File: config.mk
export PLATFORM = sky130hd
export DESIGN_NAME = xrwg_queue
export DESIGN_NICKNAME = d
export VERILOG_FILES = /design/src/rtl/core/xorshift_random_word_generator_defines.svh /design/src/rtl/core/xrwg_pkg.sv /design/src/rtl/core/xrwg_queue.sv
export SDC_FILE = /design/constraint.sdc
export NUM_CORES = 1
export LEC_CHECK = 0
export ABC_AREA = 1
export ABC_CLOCK_PERIOD_IN_PS = 2740
export BUFFER_PORTS_ARGS = -buffer_cell sky130_fd_sc_hd__buf_2
export CORE_MARGIN = 2
export CORE_UTILIZATION = 26
export CTS_CLUSTER_DIAMETER = 150
export DETAILED_ROUTE_END_ITERATION = 16
export SYNTH_ARGS = -nofsm -noshare
export SYNTH_HDL_FRONTEND = slang
export SYNTH_SLANG_ARGS = --single-unit
File: constraint.sdc
create_clock -name aclk -period 2.74 [get_ports aclk]
set_clock_uncertainty 0.05 [all_clocks]
set_input_delay 0.137 -clock aclk [delete_from_list [all_inputs] [get_ports aclk]]
set_output_delay 0.137 -clock aclk [all_outputs]
set_load 0.05 [all_outputs]
File: src/rtl/core/xorshift_random_word_generator_defines.svh
// Assertion macros for the random word generator.
// Simulation builds get concurrent assertions; synthesis builds get nothing.
`ifndef XORSHIFT_RANDOM_WORD_GENERATOR_DEFINES_SVH
`define XORSHIFT_RANDOM_WORD_GENERATOR_DEFINES_SVH

`ifndef SYNTHESIS
// expr must hold at every clock edge outside reset
`define XRWG_ASSERT_ALWAYS(lbl, clk, rst_n, expr, msg) \
    lbl: assert property (@(posedge clk) disable iff (!rst_n) (expr)) else $error(msg);
// cons must hold in the cycle after ante
`define XRWG_ASSERT_NEXT(lbl, clk, rst_n, ante, cons, msg) \
    lbl: assert property (@(posedge clk) disable iff (!rst_n) (ante) |=> (cons)) \
        else $error(msg);
`else
`define XRWG_ASSERT_ALWAYS(lbl, clk, rst_n, expr, msg)
`define XRWG_ASSERT_NEXT(lbl, clk, rst_n, ante, cons, msg)
`endif

`endif

File: src/rtl/core/xrwg_pkg.sv
package xrwg_pkg;

    // word and ring geometry
    localparam int WORD_W     = 64;
    localparam int HALF_W     = WORD_W / 2;
    localparam int RING_WORDS = 16;
    localparam int POS_W      = $clog2(RING_WORDS);
    localparam int OP_W       = 2;
    localparam int IDX_W      = 4;
    localparam int S_TDATA_W  = ((IDX_W + WORD_W + 7) / 8) * 8;

    // command queue between front and back
    localparam int QUEUE_DEPTH = 4;
    localparam int QPTR_W      = $clog2(QUEUE_DEPTH);
    localparam int QCNT_W      = $clog2(QUEUE_DEPTH + 1);

    // item op codes
    localparam logic [OP_W-1:0] OP_LOAD    = 2'd0;
    localparam logic [OP_W-1:0] OP_RESTART = 2'd1;
    localparam logic [OP_W-1:0] OP_DRAW    = 2'd2;

    // configuration register indexes
    localparam logic REG_LONG_MODE   = 1'b0;
    localparam logic REG_OUTPUT_MULT = 1'b1;

    localparam logic [WORD_W-1:0] MULT_RESET = 64'd1181783497276652981;

    // xorshift shift amounts
    localparam int SH128_A  = 23;
    localparam int SH128_B  = 18;
    localparam int SH128_C  = 5;
    localparam int SH1024_A = 31;
    localparam int SH1024_B = 11;
    localparam int SH1024_C = 30;

    typedef struct packed {
        logic [OP_W-1:0]   op;
        logic [IDX_W-1:0]  seed_index;
        logic [WORD_W-1:0] seed_value;
    } cmd_t;

    typedef struct packed {
        logic full;
        logic empty;
    } q_status_t;

    typedef struct packed {
        logic             pop;
        logic             long_draw;
        logic [POS_W-1:0] ring_pos;
    } back_status_t;

endpackage

File: src/rtl/core/xrwg_queue.sv
module xrwg_queue (
    input  logic                aclk,
    input  logic                aresetn,
    input  logic                push,
    input  xrwg_pkg::cmd_t      push_cmd,
    input  logic                pop,
    output xrwg_pkg::cmd_t      head,
    output xrwg_pkg::q_status_t q_stat
);

    xrwg_pkg::cmd_t                  entry_reg [xrwg_pkg::QUEUE_DEPTH];
    logic [xrwg_pkg::QPTR_W-1:0]     wr_ptr_reg;
    logic [xrwg_pkg::QPTR_W-1:0]     rd_ptr_reg;
    logic [xrwg_pkg::QCNT_W-1:0]     count_reg;

    assign head         = entry_reg[rd_ptr_reg];
    assign q_stat.full  = (count_reg == xrwg_pkg::QCNT_W'(xrwg_pkg::QUEUE_DEPTH));
    assign q_stat.empty = (count_reg == '0);

    // pointers and fill count
    always_ff @(posedge aclk) begin
        if (!aresetn) begin
            wr_ptr_reg <= '0;
            rd_ptr_reg <= '0;
            count_reg  <= '0;
        end else begin
            if (push) begin
                wr_ptr_reg <= wr_ptr_reg + 1'b1;
            end
            if (pop) begin
                rd_ptr_reg <= rd_ptr_reg + 1'b1;
            end
            if (push && !pop) begin
                count_reg <= count_reg + 1'b1;
            end else if (pop && !push) begin
                count_reg <= count_reg - 1'b1;
            end
        end
    end

    // payload, no reset
    always_ff @(posedge aclk) begin
        if (push) begin
            entry_reg[wr_ptr_reg] <= push_cmd;
        end
    end

endmodule

==> out/metrics.yaml <==
synth-edff-count: 280
synth_common_cells: "edfxtp_1 (280), o21ai_0 (116), nor2_1 (105)"
antenna_found_initial: 4
cts_root_buffer: "clkbuf_16"
synth.most_common_cell: "edfxtp_1"
min_delay_path_depth: 2
clockBufferDepth: 3
slew_violations: 0
hold_path.class: "in -> reg"
status: "complete, no violations"
finalSetupTns_ns: 0
slew-limit-headroom_pct: 47.0
worstMarginPinSlew_ns: 0.795
finalSetupViolations: 0
async_flop_share_pct: 0
grt_max_degree: 71
htreeDepth: 2
synth_area_leader_cell: "edfxtp_1"
insertion_delay_ns: 0.52
route.detailed.drc: 0
ant_nets: 0
final-hold-violation-count: 0
rsz0062_at_grt: "no"
pin_count: 146
cap_violations: 0
fp-row-count: 76
ys_types: 21
seq_area_um2: 8590
avgSynthCellArea_um2: 15.5
synth_cells: 734
wl_per_cell_um: 16.3
synthFlopType: "edfxtp_1"
path_class: "reg -> out"
routabilityCongestion: 0.684
ir_drop_mv: 0.591
fp.dieH_um: 213
syn_nets: 814
r2r_slack_ns: 1.04
leakagePower_uw: 0.00496
dieArea_um2: 45500
track_usage_pct: 11.3
worstRegToRegCells: 4
multi_input_area_um2: 2420
initial_core_util_pct: 26.4
synth_warnings: 0
drtIter0Drc: 415
cts_buffers: 34
dp_hpwl_um: 14700
vias: 6824
end_kind: "output pin"
clkTransAtPathRegs_ns: 0.06
cp_max_fo: 56
ys_seq_area_share_pct: 75.4
synth_seq_cells: 289
cts_tree: "done"
drive_gt1_share_pct: 30.0
vias_per_cell: 4.33
max_freq_mhz: 425
portBuffers: 145
required_ns: 2.55
n_fill_cell: 4228
dr.pass1.iters: 4
period_needed_ns: 2.35
grt_pass1_vias: 7011
syn_to_final_growth_pct: 27.4
grt_pass1_wl_um: 38600
clock-sinks: 289
cts-resized-gates: 0
power.density_nw_per_um2: 737
min_from: "push_cmd[62]"
place_area_um2: 12800
cts_setup_buffers: 0
largest_reg_flops: 280
startpoint_type: "flip-flop"
worstReg2RegStart: "wr_ptr_reg[0]"
design_area_um2: 14500
core_um2: 43200
synthTopCellsByArea: "edfxtp_1 (74%), o21ai_0 (5.1%), o22ai_2 (4.4%), nor2_4 (4.0%), nor2_1 (3.5%)"
grt_overflow_total: 0
synth_area_um2: 11400
synth_top_area_share_pct: 73.8
wl_um: 25700
cts.hold.buffers_added: 73
die_w_um: 213
min_period_over_period_pct: 85.8
fin_nets: 1044
worstPathArrival_ns: 2.16
## final timing paths
kind	endpoint
worst max-delay path	head[4]
worst min-delay path	entry_reg[3][62]
worst max register to register	entry_reg[3][17]
worst min register to register	count_reg[0]
## through the flow
stage	hold WS [ns]	worst slack, ns	power, uW	util [%]	instances
2_1_floorplan	0.186	0.319	6250	-	734
3_3_place_gp	0.300	0.977	6640	29.6	1440
3_5_place_dp	0.303	0.920	6660	29.6	1440
4_1_cts	0.270	0.331	10900	33.6	1574
5_1_grt	0.295	0.261	11100	33.6	1575
6_report	0.313	0.389	10700	33.6	1576
## layout make-up
type	count	area share [%]
inverter	17	0.509
clock buffer	43	6.24
tap	585	5.04
timing repair buffer	238	11.6
sequential	289	59.2
multi-input combinational	384	16.7
antenna	2	0.0345
clock inverter	18	0.673
## worst max-delay path: stages (launching register included)
cell     delay [ns]
dfxtp_4        0.38
buf_4          0.48
o21ai_0        0.23
o22ai_2        0.18
buf_2          0.29
## cell families after synthesis
logic type,count (synthesis),synth area share [%]
AND/OR/NAND/NOR,158,7.90
AO/OA/AOI/OAI,220,12.6
flip-flops,289,75.4
buffers and inverters,61,3.35
adder cells (fa/ha/maj),6,0.725
## layout by cell type, fill, tap and decap left out, drive strengths merged
cell type    count
clkbuf          43
ha               5
nand3            1
clkinv          16
dfxtp            9
clkinvlp         3
diode            2
a21oi            4
fa               1
nand2            9
o21ai          146
buf            165
nor3             2
o22ai           70
dlygate4sd3     73
nand4            1
nor2           145
inv             16
edfxtp         280
## power by group
part | internal (uW) | switching, uW | leakage (uW)
clock | 2350 | 1700 | 0.000481
sequential | 5050 | 48.8 | 0.00265
combinational | 414 | 1120 | 0.00183
## per-layer routing
layer | share of wire (%) | wire length (um) | global-route usage [%] | up-vias
li1 | - | - | - | 3238
met1 | 44 | 11200 | 14.0 | 3357
met2 | 48 | 12200 | 18.6 | 175
met3 | 5.6 | 1440 | 2.85 | 50
met4 | 2.8 | 711 | 4.89 | 4
met5 | 0.11 | 27 | 0 | -
(Power assumes the default switching activity.)
